--- src/hdl/spherical_depth_to_points_unit_macros.svh ---
// Assertion macros shared by the spherical depth to point cloud design
`ifndef SPHERICAL_DEPTH_TO_POINTS_UNIT_MACROS_SVH
`define SPHERICAL_DEPTH_TO_POINTS_UNIT_MACROS_SVH

// same-cycle implication, disabled while reset is low
`define SDP_ASSERT_IMPL(label, clk, rstn, ante, cons, msg) \
    label: assert property (@(posedge clk) disable iff (!(rstn)) (ante) |-> (cons)) \
        else $error(msg);

// next-cycle implication, disabled while reset is low
`define SDP_ASSERT_NEXT(label, clk, rstn, ante, cons, msg) \
    label: assert property (@(posedge clk) disable iff (!(rstn)) (ante) |=> (cons)) \
        else $error(msg);

`endif

--- src/hdl/sdp_pixel_counter.sv ---
// Column and row position tracking with sine/cosine table address generation
`include "spherical_depth_to_points_unit_macros.svh"

module sdp_pixel_counter #(
    parameter int IMAGE_COLS = 2048,
    parameter int IMAGE_ROWS = 1024
) (
    input  logic                          aclk,
    input  logic                          aresetn,
    input  logic                          step,
    input  logic                          frame_start,
    output logic [$clog2(IMAGE_COLS)-1:0] theta_addr,
    output logic [$clog2(IMAGE_COLS)-1:0] phi_addr
);

    localparam int COL_W     = $clog2(IMAGE_COLS);
    localparam int ROW_W     = (IMAGE_ROWS > 1) ? $clog2(IMAGE_ROWS) : 1;
    localparam int START     = (IMAGE_COLS - IMAGE_ROWS) / 2;
    localparam int START_MOD = ((START % IMAGE_COLS) + IMAGE_COLS) % IMAGE_COLS;

    localparam logic [COL_W-1:0] COL_LAST  = COL_W'(IMAGE_COLS - 1);
    localparam logic [ROW_W-1:0] ROW_LAST  = ROW_W'(IMAGE_ROWS - 1);
    localparam logic [COL_W-1:0] PHI_START = COL_W'(START_MOD);

    logic [COL_W-1:0] col_reg, col_next, col_cur;
    logic [ROW_W-1:0] row_reg, row_next, row_cur;
    logic [COL_W-1:0] phi_reg, phi_next, phi_cur;

    always_comb begin
        col_cur = frame_start ? '0 : col_reg;
        row_cur = frame_start ? '0 : row_reg;
        phi_cur = frame_start ? PHI_START : phi_reg;
    end

    assign theta_addr = col_cur;
    assign phi_addr   = phi_cur;

    always_comb begin
        col_next = col_reg;
        row_next = row_reg;
        phi_next = phi_reg;
        if (step) begin
            row_next = row_cur;
            phi_next = phi_cur;
            if (col_cur == COL_LAST) begin
                col_next = '0;
                if (row_cur == ROW_LAST) begin
                    row_next = '0;
                    phi_next = PHI_START;
                end else begin
                    row_next = row_cur + 1'b1;
                    phi_next = (phi_cur == COL_LAST) ? '0 : phi_cur + 1'b1;
                end
            end else begin
                col_next = col_cur + 1'b1;
            end
        end
    end

    always_ff @(posedge aclk) begin
        if (!aresetn) begin
            col_reg <= '0;
            row_reg <= '0;
            phi_reg <= PHI_START;
        end else begin
            col_reg <= col_next;
            row_reg <= row_next;
            phi_reg <= phi_next;
        end
    end

    `SDP_ASSERT_IMPL(a_col_range, aclk, aresetn, 1'b1, col_reg <= COL_LAST, "column out of range")
    `SDP_ASSERT_IMPL(a_row_range, aclk, aresetn, 1'b1, row_reg <= ROW_LAST, "row out of range")
    `SDP_ASSERT_NEXT(a_phi_wrap, aclk, aresetn, step && col_cur == COL_LAST && row_cur == ROW_LAST, phi_reg == PHI_START && col_reg == '0, "frame wrap lost")

endmodule

--- config.mk ---
export PLATFORM = sky130hd
export DESIGN_NAME = sdp_pixel_counter
export DESIGN_NICKNAME = d
export VERILOG_FILES = /design/src/hdl/sdp_pixel_counter.sv
export VERILOG_INCLUDE_DIRS = /design/src /design/src/hdl
export SDC_FILE = /design/constraint.sdc
export NUM_CORES = 1
export LEC_CHECK = 0
export BUFFER_PORTS_ARGS = -buffer_cell sky130_fd_sc_hd__buf_2
export CORE_MARGIN = 2
export CORE_UTILIZATION = 30
export CTS_CLUSTER_DIAMETER = 40
export DETAILED_ROUTE_END_ITERATION = 16
export MAX_ROUTING_LAYER = met4
export PLACE_DENSITY = 0.47
export SLEW_MARGIN = 25
export SYNTH_ARGS = -nofsm -noshare
export SYNTH_HDL_FRONTEND = slang
export SYNTH_SLANG_ARGS = --single-unit
--- constraint.sdc ---
create_clock -name aclk -period 4.9 [get_ports aclk]
set_input_delay 0 -clock aclk [delete_from_list [all_inputs] [get_ports aclk]]
set_output_delay 0 -clock aclk [all_outputs]
set_load 0.02 [all_outputs]
==> results by group <==
STA
  • Tcrit/Tclk final: 51.92%
  • WHS: around 0.13 ns
  • Setup violations, final: 0
  • Unrepaired setup endpoints after global routing: false
  • Max-slew violation count: 0
  • Slew margin rel.: 48.25%
  • Setup TNS Final: 0 ns
  • Worst-margin pin slew: 0.7682 ns
  • Clock Skew: 0.007021 ns
  • Post-layout min period: between 2 and 3 ns
  • Max Clk Rate: just under 400 MHz
  • Final Hold Viols: 0

Global route
  • Vias in the first global route: 1853
  • Initial antenna violation count: 0
  • Grt ovf: 0
  • Gr usage total: 16.16%
  • Largest net degree at the start of global routing: 42
  • Wire length of the first global-routing pass: ~9.1 mm

Floorplan
  • Std cell rows: 29
  • Die Ht: 85.72 um
  • Die area: roughly 0.0073 sq mm
  • Core area: ~0.0064 sq mm
  • Number of I/O pins: 26
  • Initial core utilization: a little under a third
  • Die W: 85.72 um

Worst setup path
  • Critical-path maximum fanout: 13
  • Critical Path Source: col_reg[0]
  • CP cell instances: nor2b_1 > ha_1 > nand4_1 > nor3_4 > buf_4 > nand4_1 > or3b_1 > nand3_1
  • Critical Path Sink Type: flop
  • Critical setup path kind: reg -> reg
  • Critical Path RT: between 5 and 6 ns
  • CP delay by family, top: simple AND/OR/NAND/NOR gates
  • Crit path buf inv count: 1
  • Worst R2R Start: col_reg[0]
  • Crit path largest cell delay: 0.50 ns
  • Arrival time worst endpoint: 2.78 ns
  • Critical Path Slowest Stage Cell: nor3_4
  • Critical Path Source Type: flop
  • Cell mode on critical path: nand4_1

Synthesis
  • Unique cell type count in the Yosys netlist: 54
  • Syn_area_per_cell: 7.825 sq um
  • Syn_nets: around 260
  • Top-count cell post-synth: dfxtp_1
  • Register area share after synthesis: 31.98%
  • Number of flops mapped to enable cells by yosys: 0
  • Area of the mapped netlist: 0.002003 sq mm
  • Share of the synthesized area in the top cell type: between 30% and 40%
  • Gate Count Post-Synth: approximately 260
  • Post-synth ARST share: 0%
  • Syn. warnings: 0
  • Synth top cells by count: 32 x dfxtp_1, 25 x nor2b_1, 23 x nand2_1, 20 x o21ai_0, 15 x nand3_1
  • Largest cells by area after synthesis: dfxtp_1 32%, nor2b_1 7.8%, o21ai_0 5.0%
  • Dominant synthesized flop cell: dfxtp_1
  • Synth Register Bits: 32
  • Biggest area consumer among synthesized cells: dfxtp_1

Run status
  • Outcome: complete, no violations

Placed design
  • I/O Buffers: 25
  • Placer Congestion: about 0.84
  • Placed instance count: 346
  • HPWL Detailed: 3.709 mm

Layout
  • Antenna diode count: 0
  • Non-filler instance count after layout: 354
  • Share of layout cells above drive strength 1: 15.16%
  • Area growth syn-to-layout: 13.12%
  • Nets: around 280
  • Layout filler cell count: 689

Power and ir drop
  • VDD IR max: 0.0001058 V
  • Pwr dens: ~230 mW/mm^2
  • Lkg Pwr: 0.9351 nW
  • Total Power: 515.9 uW

Route
  • Vias: 1953
  • Post-DRT Antenna Nets: 0
  • DR iter-0 viols: 125
  • Drt pass-1 iters: 4
  • Vias/cell: approximately 5.5
  • Drt drc: 0
  • Routed len/inst: 15.44 um
  • Total Wirelength: 5.466 mm

Clock network
  • CTS tree: built
  • Cts hold-fix bufs: 0
  • Clk sinks: 32
  • CTS buffer count: 5
  • H-tree depth: 2
  • Clock Path Buffers: 2
  • Post-CTS setup repair buffer count: 0
  • Clk_lat worst skew: 0.29 ns
  • Post_cts resized: 0
  • Clock-pin slew on the worst setup and hold paths: 0.08 ns
  • Clk root buf: clkbuf_8

Flow run
  • Max_cap viols: 0

Hold path
  • Hold Path Class: in -> reg
  • Hold Crit Start: aresetn
==> placed cells by master (no fill, tap or decap), drive strengths merged, types with 3 or more instances in the layout <==
master,instances
a21boi,6
a21oi,7
a31oi,4
a32oi,3
and2,5
and3,8
buf,27
clkbuf,6
dfxtp,32
ha,3
inv,11
mux2i,3
nand2,23
nand2b,4
nand3,15
nand3b,4
nand4,11
nor2,14
nor2b,25
nor3,5
nor4,3
o21ai,21
o31ai,4
==> worst paths after layout <==
path,to,slack (ns),depth (start not counted)
worst max-delay path,row_reg[7],2.36,8
worst min-delay path,phi_reg[9],0.13,2
worst max register to register,row_reg[7],2.36,8
worst min register to register,col_reg[1],0.49,2
==> layer usage <==
| metal | routed length (um) | GRT usage [%] | up-vias |
|---|---|---|---|
| li1 | - | - | 979 |
| met1 | 2559 | 20.54 | 920 |
| met2 | 2558 | 25.99 | 47 |
| met3 | 265 | 2.984 | 7 |
| met4 | 83 | 5.195 | 0 |
| met5 | 0 | - | - |
==> worst register-to-register path: stages, from the launching register on <==
cell and delay, ns:
dfxtp_1 0.35, nor2b_1 0.23, ha_1 0.26, nand4_1 0.25
nor3_4 0.50, buf_4 0.30, nand4_1 0.13, or3b_1 0.38
nand3_1 0.08
==> per-stage QoR <==
stage,cell area (sq um),utilization (%),setup slack [ns]
2_1_floorplan,2003,-,2.165
3_3_place_gp,2173,34.03,2.360
3_5_place_dp,2173,34.03,2.283
4_1_cts,2266,35.48,2.353
5_1_grt,2266,35.48,2.102
6_report,2266,35.48,2.356
==> cell type report <==
| cell class | instances | area [sq um] | area share [%] |
|---|---|---|---|
| clock buffer | 6 | 82.58 | 3.644 |
| clock inverter | 2 | 10.01 | 0.4417 |
| inverter | 11 | 41.29 | 1.822 |
| multi-input combinational | 199 | 1255 | 55.38 |
| sequential | 32 | 640.6 | 28.27 |
| tap | 77 | 96.34 | 4.252 |
| timing repair buffer | 27 | 140.1 | 6.184 |
==> logic make-up (layout without fill, tap and decap cells) <==
kind of cell    count (synthesis)  count (layout)  synth area share (%)
simple gates                  127             127                 36.66
mux                             3               3                 1.499
buf+inv                        25              46                 5.372
fa+ha+maj                       3               3                 1.874
xor+xnor                        1               1                0.4373
flops                          32              32                 31.98
compound gates                 65              65                 22.17
==> power by group <==
| group | switching, mW | internal, mW | total (mW) |
|---|---|---|---|
| clock | 0.107 | 0.112 | 0.219 |
| sequential | 0.00131 | 0.261 | 0.263 |
| combinational | 0.0247 | 0.00981 | 0.0345 |
No activity file was read; power rests on OpenSTA's default activity.
