[config.mk]
export PLATFORM = sky130hd
export DESIGN_NAME = sdp_project
export DESIGN_NICKNAME = d
export VERILOG_FILES = /design/src/hdl/spherical_depth_to_points_unit_macros.svh /design/src/hdl/sdp_pkg.sv /design/src/hdl/sdp_project.sv
export SDC_FILE = /design/constraint.sdc
export NUM_CORES = 2
export LEC_CHECK = 0
export BUFFER_PORTS_ARGS = -buffer_cell sky130_fd_sc_hd__buf_2
export CORE_UTILIZATION = 50
export DETAILED_ROUTE_END_ITERATION = 8
export HOLD_SLACK_MARGIN = 0.06
export PLACE_DENSITY = 0.66
export SLEW_MARGIN = 20
export SYNTH_ARGS = -nofsm -noshare
export SYNTH_HDL_FRONTEND = slang
export SYNTH_SLANG_ARGS = --single-unit
[constraint.sdc]
create_clock -name aclk -period 10.2 [get_ports aclk]
set_input_delay 2.04 -clock aclk [delete_from_list [all_inputs] [get_ports aclk]]
set_output_delay 2.04 -clock aclk [all_outputs]
set_load 0.05 [all_outputs]
[src/hdl/spherical_depth_to_points_unit_macros.svh]
// Assertion macros shared by the spherical depth to point cloud design
`ifndef SPHERICAL_DEPTH_TO_POINTS_UNIT_MACROS_SVH
`define SPHERICAL_DEPTH_TO_POINTS_UNIT_MACROS_SVH

// same-cycle implication, disabled while reset is low
`define SDP_ASSERT_IMPL(label, clk, rstn, ante, cons, msg) \
    label: assert property (@(posedge clk) disable iff (!(rstn)) (ante) |-> (cons)) \
        else $error(msg);

// next-cycle implication, disabled while reset is low
`define SDP_ASSERT_NEXT(label, clk, rstn, ante, cons, msg) \
    label: assert property (@(posedge clk) disable iff (!(rstn)) (ante) |=> (cons)) \
        else $error(msg);

`endif

[src/hdl/sdp_pkg.sv]
// Shared types and constants of the spherical depth to point cloud design
package sdp_pkg;

    localparam int DEPTH_W     = 16;
    localparam int COLOUR_W    = 8;
    localparam int COORD_W     = 17;
    localparam int CFG_INDEX_W = 4;
    localparam int S_TDATA_W   = 40;
    localparam int M_TDATA_W   = 80;

    localparam logic [CFG_INDEX_W-1:0] CFG_MIN_DEPTH = 4'd0;
    localparam logic [CFG_INDEX_W-1:0] CFG_MAX_DEPTH = 4'd1;

    localparam logic [DEPTH_W-1:0] MIN_DEPTH_RESET = 16'd400;
    localparam logic [DEPTH_W-1:0] MAX_DEPTH_RESET = 16'd20000;

    typedef struct packed {
        logic                point_valid;
        logic [COLOUR_W-1:0] red;
        logic [COLOUR_W-1:0] green;
        logic [COLOUR_W-1:0] blue;
    } pix_side_t;

endpackage

[src/hdl/sdp_project.sv]
// Projection pipeline: depth times trig products, rounding and sign
module sdp_project #(
    parameter int TRIG_FRAC_BITS = 15
) (
    input  logic                                  aclk,
    input  logic                                  aresetn,
    input  logic                                  advance,
    input  logic                                  in_valid,
    input  logic [sdp_pkg::DEPTH_W-1:0]           depth_mm,
    input  sdp_pkg::pix_side_t                    side,
    input  logic signed [TRIG_FRAC_BITS:0]        sin_theta,
    input  logic signed [TRIG_FRAC_BITS:0]        cos_theta,
    input  logic signed [TRIG_FRAC_BITS:0]        sin_phi,
    input  logic signed [TRIG_FRAC_BITS:0]        cos_phi,
    output logic                                  out_valid,
    output logic signed [sdp_pkg::COORD_W-1:0]    x_mm,
    output logic signed [sdp_pkg::COORD_W-1:0]    y_mm,
    output logic signed [sdp_pkg::COORD_W-1:0]    z_mm,
    output sdp_pkg::pix_side_t                    out_side
);

    localparam int F  = TRIG_FRAC_BITS;
    localparam int TW = F + 1;
    localparam int DW = sdp_pkg::DEPTH_W;
    localparam int CW = sdp_pkg::COORD_W;
    localparam int PW = DW + F;
    localparam int XW = DW + 2 * F;

    function automatic logic [F-1:0] mag(input logic signed [TW-1:0] v);
        logic signed [TW-1:0] n;
        n = -v;
        return v[TW-1] ? n[F-1:0] : v[F-1:0];
    endfunction

    function automatic logic signed [CW-1:0] signed_mm(input logic [DW-1:0] m, input logic neg);
        logic signed [CW-1:0] s;
        s = $signed({1'b0, m});
        return neg ? -s : s;
    endfunction

    logic s1_valid_reg, s2_valid_reg, s3_valid_reg, s4_valid_reg;

    logic [DW-1:0]      d1_reg;
    sdp_pkg::pix_side_t side1_reg, side2_reg, side3_reg, side4_reg;

    logic [PW-1:0] px2_reg, py2_reg;
    logic [F-1:0]  mst2_reg, mct2_reg;
    logic          sx2_reg, sy2_reg, sz2_reg;

    logic [XW-1:0] px3_reg, pz3_reg;
    logic [PW-1:0] py3_reg;
    logic          sx3_reg, sy3_reg, sz3_reg;

    logic signed [CW-1:0] x_reg, y_reg, z_reg;

    logic [XW:0]   x_sum, z_sum;
    logic [PW:0]   y_sum;

    always_comb begin
        x_sum = (XW+1)'(px3_reg) + ((XW+1)'(1) << (2 * F - 1));
        z_sum = (XW+1)'(pz3_reg) + ((XW+1)'(1) << (2 * F - 1));
        y_sum = (PW+1)'(py3_reg) + ((PW+1)'(1) << (F - 1));
    end

    always_ff @(posedge aclk) begin
        if (!aresetn) begin
            s1_valid_reg <= 1'b0;
            s2_valid_reg <= 1'b0;
            s3_valid_reg <= 1'b0;
            s4_valid_reg <= 1'b0;
        end else if (advance) begin
            s1_valid_reg <= in_valid;
            s2_valid_reg <= s1_valid_reg;
            s3_valid_reg <= s2_valid_reg;
            s4_valid_reg <= s3_valid_reg;
        end
    end

    always_ff @(posedge aclk) begin
        if (advance) begin
            d1_reg    <= depth_mm;
            side1_reg <= side;

            px2_reg   <= PW'(d1_reg) * PW'(mag(cos_phi));
            py2_reg   <= PW'(d1_reg) * PW'(mag(sin_phi));
            mst2_reg  <= mag(sin_theta);
            mct2_reg  <= mag(cos_theta);
            sx2_reg   <= cos_phi[TW-1] ^ sin_theta[TW-1];
            sz2_reg   <= cos_phi[TW-1] ^ cos_theta[TW-1];
            sy2_reg   <= sin_phi[TW-1];
            side2_reg <= side1_reg;

            px3_reg   <= XW'(px2_reg) * XW'(mst2_reg);
            pz3_reg   <= XW'(px2_reg) * XW'(mct2_reg);
            py3_reg   <= py2_reg;
            sx3_reg   <= sx2_reg;
            sy3_reg   <= sy2_reg;
            sz3_reg   <= sz2_reg;
            side3_reg <= side2_reg;

            x_reg     <= side3_reg.point_valid ? signed_mm(x_sum[2*F+DW-1:2*F], sx3_reg) : '0;
            z_reg     <= side3_reg.point_valid ? signed_mm(z_sum[2*F+DW-1:2*F], sz3_reg) : '0;
            y_reg     <= side3_reg.point_valid ? signed_mm(y_sum[F+DW-1:F], sy3_reg) : '0;
            side4_reg <= side3_reg;
        end
    end

    assign out_valid = s4_valid_reg;
    assign x_mm      = x_reg;
    assign y_mm      = y_reg;
    assign z_mm      = z_reg;
    assign out_side  = side4_reg;

endmodule

==> results.sh <==
export IMPL_placeableCoreArea_mm2=0.111
export IMPL_postCtsResizedCells=0
export IMPL_dp_hpwl_um=100000
export IMPL_min_path_cells=0
export IMPL_asyncSetResetFlopFracSynth=0
export IMPL_netlist_area_leader_share=0.398
export IMPL_max_cap_viol_count=0
export IMPL_tritoncts_clock_tree="done"
export IMPL_timing_clock_skew_ns=0.0242
export IMPL_yosys_top_cells_area="fa_1, edfxtp_1, ha_1, inv_1, and2_1"
export IMPL_critical_path_slowest_cell="fa_1"
export IMPL_die_h_um=336
export IMPL_grt_use_total=0.242
export IMPL_numCtsBuffers=37
export IMPL_synth_net_count=7346
export IMPL_global_route_wire_length_before_repair_um=217000
export IMPL_final_antenna_net_count=0
export IMPL_worstSetupEndpointType="register"
export IMPL_cts_hold_repair_buffers=0
export IMPL_clock_tree_htree_level_count=2
export IMPL_cp_slowest_stage_delay_ns=0.52
export IMPL_setup_tns_final_ns=0
export IMPL_post_dp_cell_area_mm2=0.0582
export IMPL_dr_total_vias=38400
export IMPL_timing_critical_path_mode_cell="fa_1"
export IMPL_total_of_flip_flops_plus_latches_after_synthesis=306
export IMPL_largest_reg_flops=31
export IMPL_critPathKind="in2reg"
export IMPL_critPathMaxFanout=6
export IMPL_holdCritPathClass="reg2reg"
export IMPL_synth_warnings=0
export IMPL_ff_latch_area_mm2=0.00915
export IMPL_cts_max_path_buffers=3
export IMPL_result_of_the_run="finished clean"
export IMPL_largest_area_contributor_in_the_netlist="fa_1"
export IMPL_fin_util=0.538
export IMPL_timing_max_transition_violations_final=0
export IMPL_cp_data_arrival_time_ns=9.46
export IMPL_rr_worst_depth=21
export IMPL_syn_area_per_cell_um2=9.75
export IMPL_clk_pin_slew_ns=0.06
export IMPL_multi_input_comb_area_mm2=0.0412
export IMPL_grt_pass1_vias=41200
export IMPL_start_util=0.504
export IMPL_setup_repair_after_global_routing_missed_its_margin="false"
export IMPL_cp_start_kind="input pin"
export IMPL_drive_above_1_share=0.0644
export IMPL_timing_final_crit_share=0.897
export IMPL_postRouteWirelength_um=131000
export IMPL_timing_final_hold_violations=0
export IMPL_finalSetupViolCount=0
export IMPL_worst_ep_required_time_ns=10.51
export IMPL_globalRouteOverflowTotal=0
export IMPL_detailedRoute_firstPassIterationCount=5
export IMPL_maximum_number_of_pins_on_one_net_before_global_route_repair=120
export IMPL_drt_first_iter_violations=2181
export IMPL_yosys_most_used_dff="edfxtp_1"
export IMPL_finalWeightedCongestion=0.849
export IMPL_synth_top_cells_by_count="inv_1, fa_1, nand2_1"
export IMPL_synth_edff_count=302
export IMPL_post_route_drc_count=0
export IMPL_clock_tree_root_cell="clkbuf_16"
export IMPL_wl_per_cell_um=18.0
export IMPL_num_fill_cells=9993
export IMPL_clkSinkCount=306
export IMPL_viasPerCell=5.29
export IMPL_top_achievable_clock_speed_mhz=109
export IMPL_most_frequent_cell_after_synthesis="inv_1"
export IMPL_ys_types=76
export IMPL_row_count=122
export IMPL_worst_slew_pin_slew_ns=1.14
export IMPL_die_x_um=336
export IMPL_finalNetCount=7379
export IMPL_clock_latency_ns=0.58
export IMPL_synthesis_area_mm2=0.0557
export IMPL_synth_seq_area_share=0.164
export IMPL_floorplan_die_area_mm2=0.113
export IMPL_post_cts_repair_setup_buffers=0
export IMPL_io_buffer_count=185
export IMPL_timing_final_crit_period_ns=9.15
export IMPL_design_portCount=186
export IMPL_timing_slew_headroom=0.237
export IMPL_antenna_found_initial=2
export IMPL_synthToLayoutAreaGrowth_pct=6.70
export IMPL_postSynthCellCount=5719
export IMPL_stdcell_area_mm2=0.0595
-- metal layers --
layer	GRT usage	up-vias	share of wire
met5	0	-	0
li1	-	17400	-
met3	0.0359	171	0.060
met4	0.0604	0	0.024
met1	0.335	19800	0.44
met2	0.401	1030	0.48
-- path summary, 6_finish.rpt --
check	from	slack, ns	to
worst min register to register	py2_reg[22]$_DFFE_PP_	0.41	py3_reg[22]$_DFFE_PP_
worst min-delay path	py2_reg[22]$_DFFE_PP_	0.41	py3_reg[22]$_DFFE_PP_
worst max-delay path	sin_phi[1]	1.05	py2_reg[30]$_DFFE_PP_
worst max register to register	mst2_reg[4]$_DFFE_PP_	2.34	px3_reg[44]$_DFFE_PP_
-- worst max-delay path, delay by kind of cell --
family                     cells  cell delay [ns]
AOI/OAI and AO/OA              6             1.60
xor gates and xnor gates       2             0.55
and+or+nand+nor                8             1.62
adders and majority gates      8             3.35
buffers and inverters          5             0.30
-- cells in the final DEF (no fill, tap or decap), types with 69 or more instances in the layout --
master    Yosys  final
edfxtp_1    302    302
nand2_1     843    843
xnor2_1     157    154
ha_1        411    411
nor2b_1     137    137
a21oi_1     106    106
buf_4         1    109
and2_1      563    563
buf_2         7    184
o21ai_0      69     69
fa_1       1107   1107
inv_1      1126   1126
-- cell type report --
cell class	instances	share of cell area
Antenna cell	2	0.0000842
Timing Repair Buffer	294	0.0295
Inverter	1126	0.0711
Clock inverter	22	0.00459
Sequential cell	306	0.154
Clock buffer	43	0.0163
Multi-Input combinational cell	3987	0.693
Tap cell	1488	0.0313
-- cell families after synthesis --
logic type	Yosys count	share of synthesized area
AOI/OAI and AO/OA	389	0.0458
xor gates and xnor gates	222	0.0349
adders and majority gates	1518	0.490
buffers and inverters	1426	0.0965
DFF	306	0.164
muxes	15	0.00272
and+or+nand+nor	1843	0.166
-- through the flow --
stage / hold WS, ns / setup slack (ns) / cells
finish: 0.408 / 1.05 / 7268
floorplan: 0.400 / 1.22 / 5719
global placement: 0.400 / 0.687 / 7201
CTS: 0.404 / 1.07 / 7266
global route: 0.411 / 0.561 / 7266
detailed placement: 0.405 / 0.532 / 7201
Power is left out: the tool's default activity adds up to more than one toggle a clock period on the data nets, which glitch-free logic cannot reach.
